### config.mk
export PLATFORM = sky130hd
export DESIGN_NAME = mailbox_split_ring_manager
export DESIGN_NICKNAME = d
export VERILOG_FILES = /design/src/hdl/msrm_pkg.sv /design/src/hdl/mailbox_split_ring_manager.sv /design/src/hdl/msrm_mod.sv
export VERILOG_INCLUDE_DIRS = /design/src /design/src/hdl
export SDC_FILE = /design/constraint.sdc
export NUM_CORES = 2
export LEC_CHECK = 0
export ABC_CLOCK_PERIOD_IN_PS = 7100
export BUFFER_PORTS_ARGS = -buffer_cell sky130_fd_sc_hd__buf_2
export CAP_MARGIN = 0
export CORE_MARGIN = 3
export CORE_UTILIZATION = 61
export CTS_CLUSTER_DIAMETER = 50
export DETAILED_ROUTE_END_ITERATION = 16
export MAX_ROUTING_LAYER = met4
export PLACE_DENSITY = 0.78
export SLEW_MARGIN = 20
export SYNTH_ARGS = -nofsm -noshare
export SYNTH_HDL_FRONTEND = slang
export SYNTH_SLANG_ARGS = --single-unit
### constraint.sdc
create_clock -name clk -period 7.1 [get_ports clk]
set_input_delay 0.355 -clock clk [delete_from_list [all_inputs] [get_ports clk]]
set_output_delay 0.355 -clock clk [all_outputs]
set_load 0.01 [all_outputs]
### src/hdl/mailbox_split_ring_manager_macros.svh
// Assertion macros shared by the mailbox ring manager RTL.
`ifndef MAILBOX_SPLIT_RING_MANAGER_MACROS_SVH
`define MAILBOX_SPLIT_RING_MANAGER_MACROS_SVH

// Same-cycle implication, checked on every clock edge out of reset.
`define MSRM_ASSERT_NOW(label, ante, cons, msg) \
    label: assert property (@(posedge clk) disable iff (!rst_n) (ante) |-> (cons)) \
        else $error(msg);

// Next-cycle implication, checked on every clock edge out of reset.
`define MSRM_ASSERT_NEXT(label, ante, cons, msg) \
    label: assert property (@(posedge clk) disable iff (!rst_n) (ante) |=> (cons)) \
        else $error(msg);

`endif

### src/hdl/msrm_pkg.sv
// Package: sizes, codes, sequencer states and modulo unit types for the mailbox ring manager.
package msrm_pkg;

    // Sizing
    localparam int MAX_MAILBOXES = 64;
    localparam int IDX_W         = (MAX_MAILBOXES > 1) ? $clog2(MAX_MAILBOXES) : 1;
    localparam int NUM_W         = $clog2(MAX_MAILBOXES + 1);
    localparam int CNT_W         = 32;
    localparam int TOP_W         = $clog2(CNT_W);
    localparam int MB_W          = 6;
    localparam int CFG_W         = 7;
    localparam int CFG_RESET     = 64;

    // Command codes
    typedef enum logic [1:0] {
        CMD_SEND    = 2'd0,
        CMD_PEEK    = 2'd1,
        CMD_CONSUME = 2'd2,
        CMD_FREE    = 2'd3
    } cmd_t;

    // Result status codes
    typedef enum logic [1:0] {
        ST_DONE  = 2'd0,
        ST_EMPTY = 2'd1,
        ST_RANGE = 2'd2
    } status_t;

    // Sequencer states
    typedef enum logic [3:0] {
        S_IDLE,
        S_DISPATCH,
        S_MOD_WAIT,
        S_SEND_WR,
        S_AV_RD,
        S_AV_DATA,
        S_USED_WR,
        S_FREE_RD,
        S_FREE_DATA,
        S_FREE_MARK,
        S_SCAN_INIT,
        S_SCAN,
        S_DONE
    } state_t;

    // Modulo unit request and response
    typedef struct packed {
        logic             start;
        logic [CNT_W-1:0] dividend;
        logic [TOP_W-1:0] top_bit;
    } mod_req_t;

    typedef struct packed {
        logic             done;
        logic [IDX_W-1:0] remainder;
    } mod_rsp_t;

    // Register value to active mailbox count, saturated to 1..MAX_MAILBOXES
    function automatic logic [NUM_W-1:0] sat_count(input logic [CFG_W-1:0] value);
        logic [NUM_W-1:0] n;
        if (value == '0)
            n = NUM_W'(1);
        else if (32'(value) > 32'(MAX_MAILBOXES))
            n = NUM_W'(MAX_MAILBOXES);
        else
            n = NUM_W'(value);
        return n;
    endfunction

endpackage

### src/hdl/mailbox_split_ring_manager.sv
// Top level: mailbox pool manager with idle flags, available ring and used ring.
//
//  channel | handshake             | beat contents
//  --------+-----------------------+------------------------------------------------
//  cmd     | cmd_valid / cmd_ready | command, mailbox_num
//  rsp     | rsp_valid / rsp_ready | status, taken_mailbox, freed_count, idle_found,
//          |                       | idle_mailbox
//  cfg     | cfg_valid / cfg_ready | mailbox_count
//
// One command at a time. Ring slots are counter modulo count, taken by a shared
// one-bit-per-cycle remainder unit. Free marks each released entry idle, first
// reducing an entry not below the count. Every command ends with a scan of the
// idle flags from count-1 down, one flag a cycle. A stalled rsp holds the
// sequencer in its last state until the output register is free.
// cmd_ready is high only between commands; the finished beat sits in an output
// register, so the next command is taken while rsp waits. cfg_ready is always high.
// Reset clears flags to idle, counters to zero, count to 64; ring memories are not
// cleared.
`include "mailbox_split_ring_manager_macros.svh"

module mailbox_split_ring_manager (
    input  logic                        clk,
    input  logic                        rst_n,
    // Command channel
    input  logic                        cmd_valid,
    output logic                        cmd_ready,
    input  logic [1:0]                  command,
    input  logic [msrm_pkg::MB_W-1:0]   mailbox_num,
    // Result channel
    output logic                        rsp_valid,
    input  logic                        rsp_ready,
    output logic [1:0]                  status,
    output logic [msrm_pkg::MB_W-1:0]   taken_mailbox,
    output logic [msrm_pkg::CNT_W-1:0]  freed_count,
    output logic                        idle_found,
    output logic [msrm_pkg::MB_W-1:0]   idle_mailbox,
    // Configuration channel
    input  logic                        cfg_valid,
    output logic                        cfg_ready,
    input  logic [msrm_pkg::CFG_W-1:0]  mailbox_count
);
    import msrm_pkg::*;

    // Sequencer and command registers
    state_t               state_reg, state_next;
    state_t               ret_reg, ret_next;
    logic [1:0]           cmd_reg, cmd_next;
    logic [MB_W-1:0]      mb_reg, mb_next;
    logic [NUM_W-1:0]     n_reg, n_next;

    // Pool state
    logic [MAX_MAILBOXES-1:0] idle_flags_reg, idle_flags_next;
    logic [CNT_W-1:0]     avail_cnt_reg, avail_cnt_next;
    logic [CNT_W-1:0]     used_cnt_reg, used_cnt_next;
    logic [CNT_W-1:0]     cons_pos_reg, cons_pos_next;
    logic [CNT_W-1:0]     free_pos_reg, free_pos_next;

    // Work registers
    logic [IDX_W-1:0]     idx_reg, idx_next;
    logic [NUM_W-1:0]     walk_reg, walk_next;
    logic [IDX_W-1:0]     scan_reg, scan_next;
    status_t              status_reg, status_next;
    logic [MB_W-1:0]      taken_reg, taken_next;
    logic [CNT_W-1:0]     freed_reg, freed_next;

    // Result register
    logic                 rsp_valid_reg, rsp_valid_next;
    status_t              rsp_status_reg, rsp_status_next;
    logic [MB_W-1:0]      rsp_taken_reg, rsp_taken_next;
    logic [CNT_W-1:0]     rsp_freed_reg, rsp_freed_next;
    logic                 rsp_found_reg, rsp_found_next;
    logic [MB_W-1:0]      rsp_idle_reg, rsp_idle_next;

    // Ring memories
    logic [MB_W-1:0]      avail_ring [MAX_MAILBOXES];
    logic [MB_W-1:0]      used_ring [MAX_MAILBOXES];
    logic [MB_W-1:0]      av_rdata_reg;
    logic [MB_W-1:0]      used_rdata_reg;
    logic                 av_we;
    logic                 used_we;

    // Modulo unit
    mod_req_t             mod_req;
    mod_rsp_t             mod_rsp;

    // Helpers
    logic                 cmd_fire;
    logic                 rsp_free;
    logic                 wrap_hit;
    logic [IDX_W-1:0]     idx_inc;

    msrm_mod u_mod (
        .clk     (clk),
        .rst_n   (rst_n),
        .req     (mod_req),
        .divisor (n_reg),
        .rsp     (mod_rsp)
    );

    assign cmd_ready = (state_reg == S_IDLE);
    assign cmd_fire  = cmd_valid && cmd_ready;
    assign cfg_ready = 1'b1;
    assign rsp_free  = !rsp_valid_reg || rsp_ready;

    // Ring pointer advance with wrap at the count
    assign wrap_hit = ((NUM_W'(idx_reg) + NUM_W'(1)) == n_reg);
    assign idx_inc  = wrap_hit ? '0 : IDX_W'(NUM_W'(idx_reg) + NUM_W'(1));

    // Next state
    always_comb
    begin
        state_next = state_reg;
        case (state_reg)
            S_IDLE:
            begin
                if (cmd_fire)
                    state_next = S_DISPATCH;
            end
            S_DISPATCH:
            begin
                case (cmd_reg)
                    CMD_SEND:
                        state_next = (32'(mb_reg) >= 32'(n_reg)) ? S_SCAN_INIT : S_MOD_WAIT;
                    CMD_PEEK, CMD_CONSUME:
                        state_next = (avail_cnt_reg == cons_pos_reg) ? S_SCAN_INIT : S_MOD_WAIT;
                    CMD_FREE:
                        state_next = (used_cnt_reg == free_pos_reg) ? S_SCAN_INIT : S_MOD_WAIT;
                    default:
                        state_next = S_SCAN_INIT;
                endcase
            end
            S_MOD_WAIT:
            begin
                if (mod_rsp.done)
                    state_next = ret_reg;
            end
            S_SEND_WR:
                state_next = S_SCAN_INIT;
            S_AV_RD:
                state_next = S_AV_DATA;
            S_AV_DATA:
                state_next = (cmd_reg == CMD_CONSUME) ? S_MOD_WAIT : S_SCAN_INIT;
            S_USED_WR:
                state_next = S_SCAN_INIT;
            S_FREE_RD:
                state_next = S_FREE_DATA;
            S_FREE_DATA:
            begin
                if (32'(used_rdata_reg) >= 32'(n_reg))
                    state_next = S_MOD_WAIT;
                else
                    state_next = (walk_reg == NUM_W'(1)) ? S_SCAN_INIT : S_FREE_RD;
            end
            S_FREE_MARK:
                state_next = (walk_reg == NUM_W'(1)) ? S_SCAN_INIT : S_FREE_RD;
            S_SCAN_INIT:
                state_next = S_SCAN;
            S_SCAN:
            begin
                if (idle_flags_reg[scan_reg] || scan_reg == '0)
                    state_next = S_DONE;
            end
            S_DONE:
            begin
                if (rsp_free)
                    state_next = S_IDLE;
            end
            default:
                state_next = S_IDLE;
        endcase
    end

    // Datapath and outputs of the sequencer
    always_comb
    begin
        ret_next        = ret_reg;
        cmd_next        = cmd_reg;
        mb_next         = mb_reg;
        n_next          = n_reg;
        idle_flags_next = idle_flags_reg;
        avail_cnt_next  = avail_cnt_reg;
        used_cnt_next   = used_cnt_reg;
        cons_pos_next   = cons_pos_reg;
        free_pos_next   = free_pos_reg;
        idx_next        = idx_reg;
        walk_next       = walk_reg;
        scan_next       = scan_reg;
        status_next     = status_reg;
        taken_next      = taken_reg;
        freed_next      = freed_reg;
        rsp_valid_next  = rsp_valid_reg;
        rsp_status_next = rsp_status_reg;
        rsp_taken_next  = rsp_taken_reg;
        rsp_freed_next  = rsp_freed_reg;
        rsp_found_next  = rsp_found_reg;
        rsp_idle_next   = rsp_idle_reg;
        av_we           = 1'b0;
        used_we         = 1'b0;
        mod_req         = '0;

        if (cfg_valid && cfg_ready)
            n_next = sat_count(mailbox_count);

        if (rsp_ready)
            rsp_valid_next = 1'b0;

        case (state_reg)
            S_IDLE:
            begin
                if (cmd_fire)
                begin
                    cmd_next    = command;
                    mb_next     = mailbox_num;
                    status_next = ST_DONE;
                    taken_next  = '0;
                    freed_next  = '0;
                end
            end
            S_DISPATCH:
            begin
                mod_req.top_bit = TOP_W'(CNT_W - 1);
                case (cmd_reg)
                    CMD_SEND:
                    begin
                        if (32'(mb_reg) >= 32'(n_reg))
                            status_next = ST_RANGE;
                        else
                        begin
                            mod_req.start    = 1'b1;
                            mod_req.dividend = avail_cnt_reg;
                            ret_next         = S_SEND_WR;
                        end
                    end
                    CMD_PEEK, CMD_CONSUME:
                    begin
                        if (avail_cnt_reg == cons_pos_reg)
                            status_next = ST_EMPTY;
                        else
                        begin
                            mod_req.start    = 1'b1;
                            mod_req.dividend = cons_pos_reg;
                            ret_next         = S_AV_RD;
                        end
                    end
                    CMD_FREE:
                    begin
                        if (used_cnt_reg == free_pos_reg)
                            status_next = ST_EMPTY;
                        else
                        begin
                            freed_next       = used_cnt_reg - free_pos_reg;
                            walk_next        = ((used_cnt_reg - free_pos_reg) < 32'(n_reg)) ?
                                               NUM_W'(used_cnt_reg - free_pos_reg) : n_reg;
                            mod_req.start    = 1'b1;
                            mod_req.dividend = free_pos_reg;
                            ret_next         = S_FREE_RD;
                        end
                    end
                    default:
                        status_next = ST_DONE;
                endcase
            end
            S_MOD_WAIT:
            begin
                // Entry remainders are used in place; ring remainders become the slot index
                if (mod_rsp.done && ret_reg != S_FREE_MARK)
                    idx_next = mod_rsp.remainder;
            end
            S_SEND_WR:
            begin
                av_we                               = 1'b1;
                idle_flags_next[IDX_W'(mb_reg)]     = 1'b0;
                avail_cnt_next                      = avail_cnt_reg + CNT_W'(1);
            end
            S_AV_DATA:
            begin
                taken_next = av_rdata_reg;
                if (cmd_reg == CMD_CONSUME)
                begin
                    mod_req.start    = 1'b1;
                    mod_req.dividend = used_cnt_reg;
                    mod_req.top_bit  = TOP_W'(CNT_W - 1);
                    ret_next         = S_USED_WR;
                end
            end
            S_USED_WR:
            begin
                used_we        = 1'b1;
                used_cnt_next  = used_cnt_reg + CNT_W'(1);
                cons_pos_next  = cons_pos_reg + CNT_W'(1);
            end
            S_FREE_DATA:
            begin
                if (32'(used_rdata_reg) >= 32'(n_reg))
                begin
                    // Entry not below the count: reduce it first
                    mod_req.start    = 1'b1;
                    mod_req.dividend = CNT_W'(used_rdata_reg);
                    mod_req.top_bit  = TOP_W'(MB_W - 1);
                    ret_next         = S_FREE_MARK;
                end
                else
                begin
                    idle_flags_next[IDX_W'(used_rdata_reg)] = 1'b1;
                    idx_next  = idx_inc;
                    walk_next = walk_reg - NUM_W'(1);
                    if (walk_reg == NUM_W'(1))
                        free_pos_next = free_pos_reg + freed_reg;
                end
            end
            S_FREE_MARK:
            begin
                idle_flags_next[mod_rsp.remainder] = 1'b1;
                idx_next  = idx_inc;
                walk_next = walk_reg - NUM_W'(1);
                if (walk_reg == NUM_W'(1))
                    free_pos_next = free_pos_reg + freed_reg;
            end
            S_SCAN_INIT:
                scan_next = IDX_W'(n_reg - NUM_W'(1));
            S_SCAN:
            begin
                if (!idle_flags_reg[scan_reg] && scan_reg != '0)
                    scan_next = scan_reg - IDX_W'(1);
            end
            S_DONE:
            begin
                if (rsp_free)
                begin
                    rsp_valid_next  = 1'b1;
                    rsp_status_next = status_reg;
                    rsp_taken_next  = taken_reg;
                    rsp_freed_next  = freed_reg;
                    rsp_found_next  = idle_flags_reg[scan_reg];
                    rsp_idle_next   = idle_flags_reg[scan_reg] ? MB_W'(scan_reg) : '0;
                end
            end
            default:
                ret_next = ret_reg;
        endcase
    end

    // Control registers
    always_ff @(posedge clk or negedge rst_n)
    begin
        if (!rst_n)
        begin
            state_reg      <= S_IDLE;
            ret_reg        <= S_IDLE;
            n_reg          <= sat_count(CFG_W'(CFG_RESET));
            idle_flags_reg <= '1;
            avail_cnt_reg  <= '0;
            used_cnt_reg   <= '0;
            cons_pos_reg   <= '0;
            free_pos_reg   <= '0;
            rsp_valid_reg  <= 1'b0;
        end
        else
        begin
            state_reg      <= state_next;
            ret_reg        <= ret_next;
            n_reg          <= n_next;
            idle_flags_reg <= idle_flags_next;
            avail_cnt_reg  <= avail_cnt_next;
            used_cnt_reg   <= used_cnt_next;
            cons_pos_reg   <= cons_pos_next;
            free_pos_reg   <= free_pos_next;
            rsp_valid_reg  <= rsp_valid_next;
        end
    end

    // Payload and work registers
    always_ff @(posedge clk)
    begin
        cmd_reg        <= cmd_next;
        mb_reg         <= mb_next;
        idx_reg        <= idx_next;
        walk_reg       <= walk_next;
        scan_reg       <= scan_next;
        status_reg     <= status_next;
        taken_reg      <= taken_next;
        freed_reg      <= freed_next;
        rsp_status_reg <= rsp_status_next;
        rsp_taken_reg  <= rsp_taken_next;
        rsp_freed_reg  <= rsp_freed_next;
        rsp_found_reg  <= rsp_found_next;
        rsp_idle_reg   <= rsp_idle_next;
    end

    // Available ring: one write, one registered read at the slot index
    always_ff @(posedge clk)
    begin
        if (av_we)
            avail_ring[idx_reg] <= mb_reg;
        av_rdata_reg <= avail_ring[idx_reg];
    end

    // Used ring: one write, one registered read at the slot index
    always_ff @(posedge clk)
    begin
        if (used_we)
            used_ring[idx_reg] <= taken_reg;
        used_rdata_reg <= used_ring[idx_reg];
    end

    assign rsp_valid     = rsp_valid_reg;
    assign status        = rsp_status_reg;
    assign taken_mailbox = rsp_taken_reg;
    assign freed_count   = rsp_freed_reg;
    assign idle_found    = rsp_found_reg;
    assign idle_mailbox  = rsp_idle_reg;

    // Checks
    `MSRM_ASSERT_NEXT(a_busy_after_accept, cmd_fire, !cmd_ready,
        "command accepted but block still ready next cycle")
    `MSRM_ASSERT_NOW(a_mod_done_waited, mod_rsp.done, state_reg == S_MOD_WAIT,
        "remainder finished while the sequencer was not waiting for it")
    `MSRM_ASSERT_NOW(a_range_no_effect,
        rsp_valid && status == ST_RANGE, taken_mailbox == '0 && freed_count == '0,
        "out-of-range send reported a taken mailbox or a freed count")
    `MSRM_ASSERT_NOW(a_freed_only_done, rsp_valid && freed_count != '0, status == ST_DONE,
        "freed count reported with a failing status")
    `MSRM_ASSERT_NOW(a_no_idle_zero, rsp_valid && !idle_found, idle_mailbox == '0,
        "idle mailbox nonzero while no mailbox is idle")

endmodule

### src/hdl/msrm_mod.sv
// Iterative remainder unit: one dividend bit per cycle, restoring, against the active count.
module msrm_mod (
    input  logic                    clk,
    input  logic                    rst_n,
    input  msrm_pkg::mod_req_t      req,
    input  logic [msrm_pkg::NUM_W-1:0] divisor,
    output msrm_pkg::mod_rsp_t      rsp
);
    import msrm_pkg::*;

    logic             busy_reg, busy_next;
    logic             done_reg, done_next;
    logic [TOP_W-1:0] idx_reg, idx_next;
    logic [CNT_W-1:0] dvd_reg, dvd_next;
    logic [IDX_W-1:0] rem_reg, rem_next;

    logic [IDX_W:0]   trial;
    logic [IDX_W:0]   dsr;
    logic [IDX_W-1:0] rem_step;

    // One restoring step: shift in the next dividend bit, subtract if it fits
    always_comb
    begin
        trial    = {rem_reg, dvd_reg[idx_reg]};
        dsr      = (IDX_W + 1)'(divisor);
        rem_step = (trial >= dsr) ? IDX_W'(trial - dsr) : IDX_W'(trial);
    end

    // Step control
    always_comb
    begin
        busy_next = busy_reg;
        done_next = 1'b0;
        idx_next  = idx_reg;
        dvd_next  = dvd_reg;
        rem_next  = rem_reg;
        if (req.start)
        begin
            busy_next = 1'b1;
            idx_next  = req.top_bit;
            dvd_next  = req.dividend;
            rem_next  = '0;
        end
        else if (busy_reg)
        begin
            rem_next = rem_step;
            if (idx_reg == '0)
            begin
                busy_next = 1'b0;
                done_next = 1'b1;
            end
            else
            begin
                idx_next = idx_reg - TOP_W'(1);
            end
        end
    end

    always_ff @(posedge clk or negedge rst_n)
    begin
        if (!rst_n)
        begin
            busy_reg <= 1'b0;
            done_reg <= 1'b0;
            idx_reg  <= '0;
        end
        else
        begin
            busy_reg <= busy_next;
            done_reg <= done_next;
            idx_reg  <= idx_next;
        end
    end

    // Operand and partial remainder
    always_ff @(posedge clk)
    begin
        dvd_reg <= dvd_next;
        rem_reg <= rem_next;
    end

    assign rsp.done      = done_reg;
    assign rsp.remainder = rem_reg;

endmodule
Word level (Yosys, flattened, before mapping) --
Memories as Yosys holds them, arrays and structs flattened. A register that Yosys moved wholly into a read port is not among the register bits. Cells that the tools add are included. Widths: inputs -> output; s select.
Word-level totals: word-level logic and storage cells 220, RAM bits 768, memories 2, register bits 367, input bits 20
Memory list:
- avail_ring | depth 64, width 6, read ports 1, clocked after Yosys merged registers in 1, write ports 1, line mailbox_split_ring_manager.sv:75 | logic [MB_W-1:0] avail_ring [MAX_MAILBOXES];
- used_ring | depth 64, width 6, read ports 1, clocked after Yosys merged registers in 1, write ports 1, line mailbox_split_ring_manager.sv:76 | logic [MB_W-1:0] used_ring [MAX_MAILBOXES];
Cells by class: bitwise logic cells 4, order comparisons 13, reductions and logical operators 40, equal/unequal tests 38, add/sub/neg operators 11, muxes and demuxes 85
Operators by type and width (count):
- $pmux 64 s3 | 1
- $mux 32 | 5
- $or 64x64->64 | 2
- $pmux 32 s2 | 2
- $pmux 38 s3 | 1
- $mux 33 | 3
- $pmux 33 s3 | 1
- $add 32x1->32 const B | 3
- $mux 38 | 2
- $and 64x64->64 | 1
- $eq 32x32->1 | 2
- $mux 64 | 1
- $not 64->64 | 1
- $mux 4 | 15
- $pmux 4 s12 | 1
- $mux 7 | 6
- $mux 6 | 6
- $pmux 4 s3 | 3
- $add 32x32->32 | 1
- $lt 32x7->1 | 1
- $sub 32x32->32 | 1
- $lt 6x7->1 const B | 4
- $pmux 6 s2 | 2
- $pmux 7 s3 | 1
- other kinds (48) | 125

Logic depth before layout (Yosys ltp) --
depth in word-level cells 7, gate-level depth with buffers 18, mapped depth without buffers 17

By module --
From an unflattened synthesis, not the netlist that was laid out.
Second synthesis, totals: cells, all modules 3752, area, all modules 50257.0 um2
Modules (own cells, without submodules):
- mailbox_split_ring_manager | times used 1, cells each 3586, area each 48047.3 um2, sequential area each 32012.0 um2
- msrm_mod | times used 1, cells each 166, area each 2209.6 um2, sequential area each 1256.2 um2

Worst setup path before layout --
OpenSTA, ideal clock, no wires.
path kind flip-flop to flip-flop, start reg mb_reg[0], end reg u_mod.dvd_reg[0] (enable), arrival 3.943 ns, data required time 6.709 ns, path slack 2.766 ns, stages on the path, launching flop included 13, cell sequence edfxtp_1 inv_1 ha_1 nand2b_1 a21o_1 a21o_1 a21o_1 a21o_1 a21oi_1 nor2_1 nor3_1 nor4_1 inv_1
RTL lines:
- start, declared | line mailbox_split_ring_manager.sv:48 | logic [MB_W-1:0] mb_reg, mb_next;
- start signal, assigned | line mailbox_split_ring_manager.sv:376 | mb_reg <= mb_next;
- end signal, assigned | line msrm_mod.sv:78 | dvd_reg <= dvd_next;
- end, declared | line msrm_mod.sv:14 | logic [CNT_W-1:0] dvd_reg, dvd_next;

Worst setup path in the final report --
start reg used_cnt_reg[0], end reg walk_reg[3], data pin
Between the ends: cells in the longest elaborated chain, start to end 6
Ends and longest elaborated chain:
- start, declared | line mailbox_split_ring_manager.sv:54 | logic [CNT_W-1:0] used_cnt_reg, used_cnt_next;
- start signal, assigned | line mailbox_split_ring_manager.sv:365 | used_cnt_reg <= used_cnt_next;
- $sub 32x32->32 (*) | line mailbox_split_ring_manager.sv:253 | NUM_W'(used_cnt_reg - free_pos_reg) : n_reg;
- $lt 32x7->1 | line mailbox_split_ring_manager.sv:252 | walk_next = ((used_cnt_reg - free_pos_reg) < 32'(n_reg)) ?
- $mux 7 (*) | line mailbox_split_ring_manager.sv:252
- $mux 7 (*) | line mailbox_split_ring_manager.sv:247 | if (used_cnt_reg == free_pos_reg)
- $mux 7 (*) | line mailbox_split_ring_manager.sv:222 | case (cmd_reg)
- $pmux 7 s3 (*) | line mailbox_split_ring_manager.sv:207 | case (state_reg)
- via walk_next[3] | line mailbox_split_ring_manager.sv:60 | logic [NUM_W-1:0] walk_reg, walk_next;
- end signal, assigned | line mailbox_split_ring_manager.sv:378 | walk_reg <= walk_next;
- end, declared | line mailbox_split_ring_manager.sv:60
The timed path passes the listed nets; every way through them passes the cells marked *. The select of a mux whose other input is x is not followed. A chain may end at the register's enable or synchronous reset.

==> Implementation_results.wiki <==
{| class="wikitable"
! Metric !! Value
|-
| Arrival time of data at the critical path endpoint || 5420 ps
|-
| Fraction of synthesized cell area taken by the top area cell type || 54.8%
|-
| Clock tree sinks || 1,147
|-
| Class of the worst hold path || primary input to register
|-
| Inserted Clock Buffers || 119
|-
| Total congestion overflow || 0
|-
| Clock Tree Root || sky130_fd_sc_hd__clkbuf_16
|-
| Detailed-route wire length || 132,000 µm
|-
| Drt initial violations || 4,778
|-
| Layout cells sized above 1 || 11.1%
|-
| Routed wl met3 || 14,600 µm
|-
| Number of enable flip-flop cells after synthesis || 914
|-
| Worst EP required || 7540 ps
|-
| Peak supply drop || 0.306 mV
|-
| Count of pins on the block boundary || 70
|-
| Slew at the pin closest to its max-slew limit || 1110 ps
|-
| Most used flip-flop cell after synthesis || sky130_fd_sc_hd__edfxtp_1
|-
| Hold Path Stages || 4
|-
| Synth async-reset ratio || 18.7%
|-
| CTS tree || built
|-
| Post-route DRC violation count || 0
|-
| Cell type contributing the most total cell area after synthesis || sky130_fd_sc_hd__edfxtp_1
|-
| Number of antenna violations at the first check in global routing || 1
|-
| Most frequent cell after synthesis || sky130_fd_sc_hd__edfxtp_1
|-
| Via density || 6.89
|-
| Core region area || 80,900 µm²
|-
| Endpoint of the worst-slack reg-to-reg timing path || walk_reg[3]
|-
| Synthesized cell area || 50,100 µm²
|-
| R2R depth || 16
|-
| Commonest cells in the netlist || 914 x sky130_fd_sc_hd__edfxtp_1, 286 x sky130_fd_sc_hd__nor2_1, 238 x sky130_fd_sc_hd__a22oi_1, 211 x sky130_fd_sc_hd__nand2_1, 184 x sky130_fd_sc_hd__clkbuf_1
|-
| End of the worst hold path || n_reg[0]
|-
| Timing startpoint of the critical path || used_cnt_reg[0]
|-
| Kind of start point of the critical path || register
|-
| Hold Violations, Final || 0
|-
| Maximum number of pins on one net before global-route repair || 101
|-
| Number of maximum-capacitance violations || 0
|-
| Via count of the first global-routing pass || 32,500
|-
| Worst setup slack for register-to-register paths || 2120 ps
|-
| Post-layout min period || 4980 ps
|-
| Starting utilization of the core area || 61.8%
|-
| Antenna-violating nets left || 0
|-
| Beginning of the worst hold path || mailbox_count[0]
|-
| Die span in x || 292 µm
|-
| Final std cells w/o fill || 4,932
|-
| Flops & latches, synth || 1,147
|-
| Critical path type || register to register
|-
| Number of failing setup endpoints in the final timing report || 0
|-
| Count of unique library cells instantiated by Yosys || 79
|-
| Wire length of the first global-routing pass || 200,000 µm
|-
| Die area || 85,500 µm²
|-
| Reported leakage power || 19.1 nW
|-
| Met1 WL || 51,200 µm
|-
| Final slew viol count || 0
|-
| Power, Total || 19.3 mW
|-
| Total inserted antenna cells || 0
|-
| Post-DR wirelength/cell || 26.7 µm
|-
| Port-buffer cells || 68
|-
| Status || complete, no violations
|-
| Highest metal layer with signal wires || met4
|-
| Post-synth net total || 3,854
|-
| Sequential cell area fraction in the yosys report || 66.5%
|-
| Yosys synthesis warning count || 0
|-
| Detailed Place HPWL || 82,200 µm
|-
| Buffer count from post-CTS setup fixing || 0
|-
| Total placed cells including tap cells || 4,686
|-
| Height of the chip || 292 µm
|-
| Worst hold slack || 78.3 ps
|-
| Insertion delay of the later-clocked pin in the worst-skew pair || 710 ps
|-
| Synth top area cells || sky130_fd_sc_hd__edfxtp_1 55%, sky130_fd_sc_hd__dfrtp_1 7.5%, sky130_fd_sc_hd__a22oi_1 3.6%, sky130_fd_sc_hd__dfstp_2 3.4%, sky130_fd_sc_hd__ha_1 2.5%
|-
| Unrepaired setup endpoints after global routing || no
|-
| Reg-to-reg startpoint || used_cnt_reg[0]
|-
| Period Utilization, post-route || 70.1%
|-
| Layout Skew || 36.8 ps
|-
| Max Freq || 0.201 GHz
|-
| Final WS setup || 2120 ps
|-
| Setup WS pre-CTS || 2190 ps
|-
| Mean post-synth cell area || 13.4 µm²
|-
| Met2 WL || 61,400 µm
|-
| Number of instances in the synthesized netlist || 3,732
|-
| Number of rows in the core area || 104
|-
| Number of H-tree branching levels || 3
|-
| Layout net count || 3,894
|-
| Power per cell area || 348 nW/µm²
|-
| Overall Global Routing Usage || 31.5%
|-
| Clock slew at the register clock pins of the worst setup and hold paths || 60 ps
|-
| CTS Buffer Depth || 3
|-
| Layout overhead on the synthesized area || 10.9%
|-
| Setup_tns || 0 ps
|-
| Routability congestion estimate from global placement || 0.962
|-
| TritonRoute pass-1 iters || 7
|-
| Crit-path max FO || 14
|-
| Total vias in the final route || 34,000
|-
| Kind of end point of the critical path || register
|-
| Max-slew headroom || 25.9%
|}
[cell usage in the layout (no fill, tap or decap), types with 18 or more instances in the layout]
cell,synthesis,routed
sky130_fd_sc_hd__dfstp_2,65,65
sky130_fd_sc_hd__or3_1,19,19
sky130_fd_sc_hd__nor4_1,34,34
sky130_fd_sc_hd__a21oi_1,173,171
sky130_fd_sc_hd__and2_1,28,27
sky130_fd_sc_hd__buf_2,1,67
sky130_fd_sc_hd__ha_1,99,99
sky130_fd_sc_hd__nand2_1,211,211
sky130_fd_sc_hd__mux2i_1,18,18
sky130_fd_sc_hd__dfxtp_1,18,18
sky130_fd_sc_hd__buf_4,2,45
sky130_fd_sc_hd__nand4_1,59,59
sky130_fd_sc_hd__a22o_1,109,109
sky130_fd_sc_hd__clkbuf_16,0,122
sky130_fd_sc_hd__nor2b_1,22,22
sky130_fd_sc_hd__edfxtp_1,914,914
sky130_fd_sc_hd__a221o_1,36,36
sky130_fd_sc_hd__inv_1,87,87
sky130_fd_sc_hd__a221oi_1,91,91
sky130_fd_sc_hd__dfrtp_1,150,150
sky130_fd_sc_hd__o22ai_1,65,65
sky130_fd_sc_hd__clkbuf_1,184,27
sky130_fd_sc_hd__and3_1,27,26
sky130_fd_sc_hd__xnor2_1,135,135
sky130_fd_sc_hd__nor3_1,51,46
sky130_fd_sc_hd__a21o_1,46,46
sky130_fd_sc_hd__a31oi_1,92,91
sky130_fd_sc_hd__a22oi_1,238,238
sky130_fd_sc_hd__o211ai_1,20,20
sky130_fd_sc_hd__xor2_1,62,62
sky130_fd_sc_hd__nand3_1,66,66
sky130_fd_sc_hd__nand2b_1,24,24
sky130_fd_sc_hd__dlygate4sd3_1,0,23
sky130_fd_sc_hd__nor2_1,286,283
sky130_fd_sc_hd__o21ai_0,73,73
sky130_fd_sc_hd__mux4_2,30,30
[worst max-delay path, cell delays in order (launching register included)]
cell	delay [ps]
sky130_fd_sc_hd__dfrtp_1	400
sky130_fd_sc_hd__inv_1	90
sky130_fd_sc_hd__ha_1	240
sky130_fd_sc_hd__fa_1	410
sky130_fd_sc_hd__nand2b_1	180
sky130_fd_sc_hd__a21oi_1	310
sky130_fd_sc_hd__nor2_1	130
sky130_fd_sc_hd__xnor2_1	270
sky130_fd_sc_hd__ha_1	310
sky130_fd_sc_hd__o2111ai_1	120
sky130_fd_sc_hd__o2111ai_1	150
sky130_fd_sc_hd__or3_1	330
sky130_fd_sc_hd__nor4b_1	470
sky130_fd_sc_hd__nand4_1	140
sky130_fd_sc_hd__or4b_4	670
sky130_fd_sc_hd__and3_1	230
sky130_fd_sc_hd__a211o_1	260
[worst max path at each step]
stage,to,slack [ps],cells after the start
detailed placement,walk_reg[5],2190,16
finish,walk_reg[3],2120,16
global route,walk_reg[3],1810,16
floorplan,u_mod.dvd_reg[0],2770,12
CTS,walk_reg[5],2160,16
global placement,walk_reg[6],2250,17
[logic make-up after synthesis]
kind of cell / Yosys count / share of synthesized area, %
AOI/OAI and AO/OA: 1034 / 14.7
DFF: 1147 / 66.5
xor gates and xnor gates: 197 / 3.45
other: 1 / 0.00749
muxes: 54 / 1.84
adders and majority gates: 103 / 2.61
buffers and inverters: 309 / 2.35
and+or+nand+nor: 887 / 8.54
[layout make-up]
type	instances	area (µm²)
clock inverters	66	648
inverters	87	327
well taps	1060	1330
multi-input cells	2276	15700
clock buffers	155	3240
fillers	5371	25400
flip-flops and latches	1147	33300
repair buffers	141	1020
[report_power, final]
part	leakage (nW)	switching, mW	total [mW]	internal (mW)
logic	6.21	2.90	4.65	1.75
registers	11.0	0.606	8.53	7.92
clock network	1.89	2.66	6.15	3.49
[through the flow]
step                      util (%)  cell area [µm²]
after floorplan                  -            50100
after global placement        63.5            51400
after detailed placement      63.5            51400
after CTS                     68.5            55500
after global routing          68.6            55500
final                         68.6            55500
[layer usage]
metal / vias to the layer above / global-route usage, %
met1: 16700 / 44.1
li1: 14600 / -
met4: 0 / 11.0
met2: 2320 / 47.5
met3: 369 / 5.29
met5: - / -
[repair_timing]
action / in CTS / in global routing
endpoints found under the setup margin: 0 / 0
endpoints found under the hold margin: 77 / 0
hold buffers: 23 / 0
resized for setup: 0 / 0
Note: power is estimated with default switching activity, not from simulation.
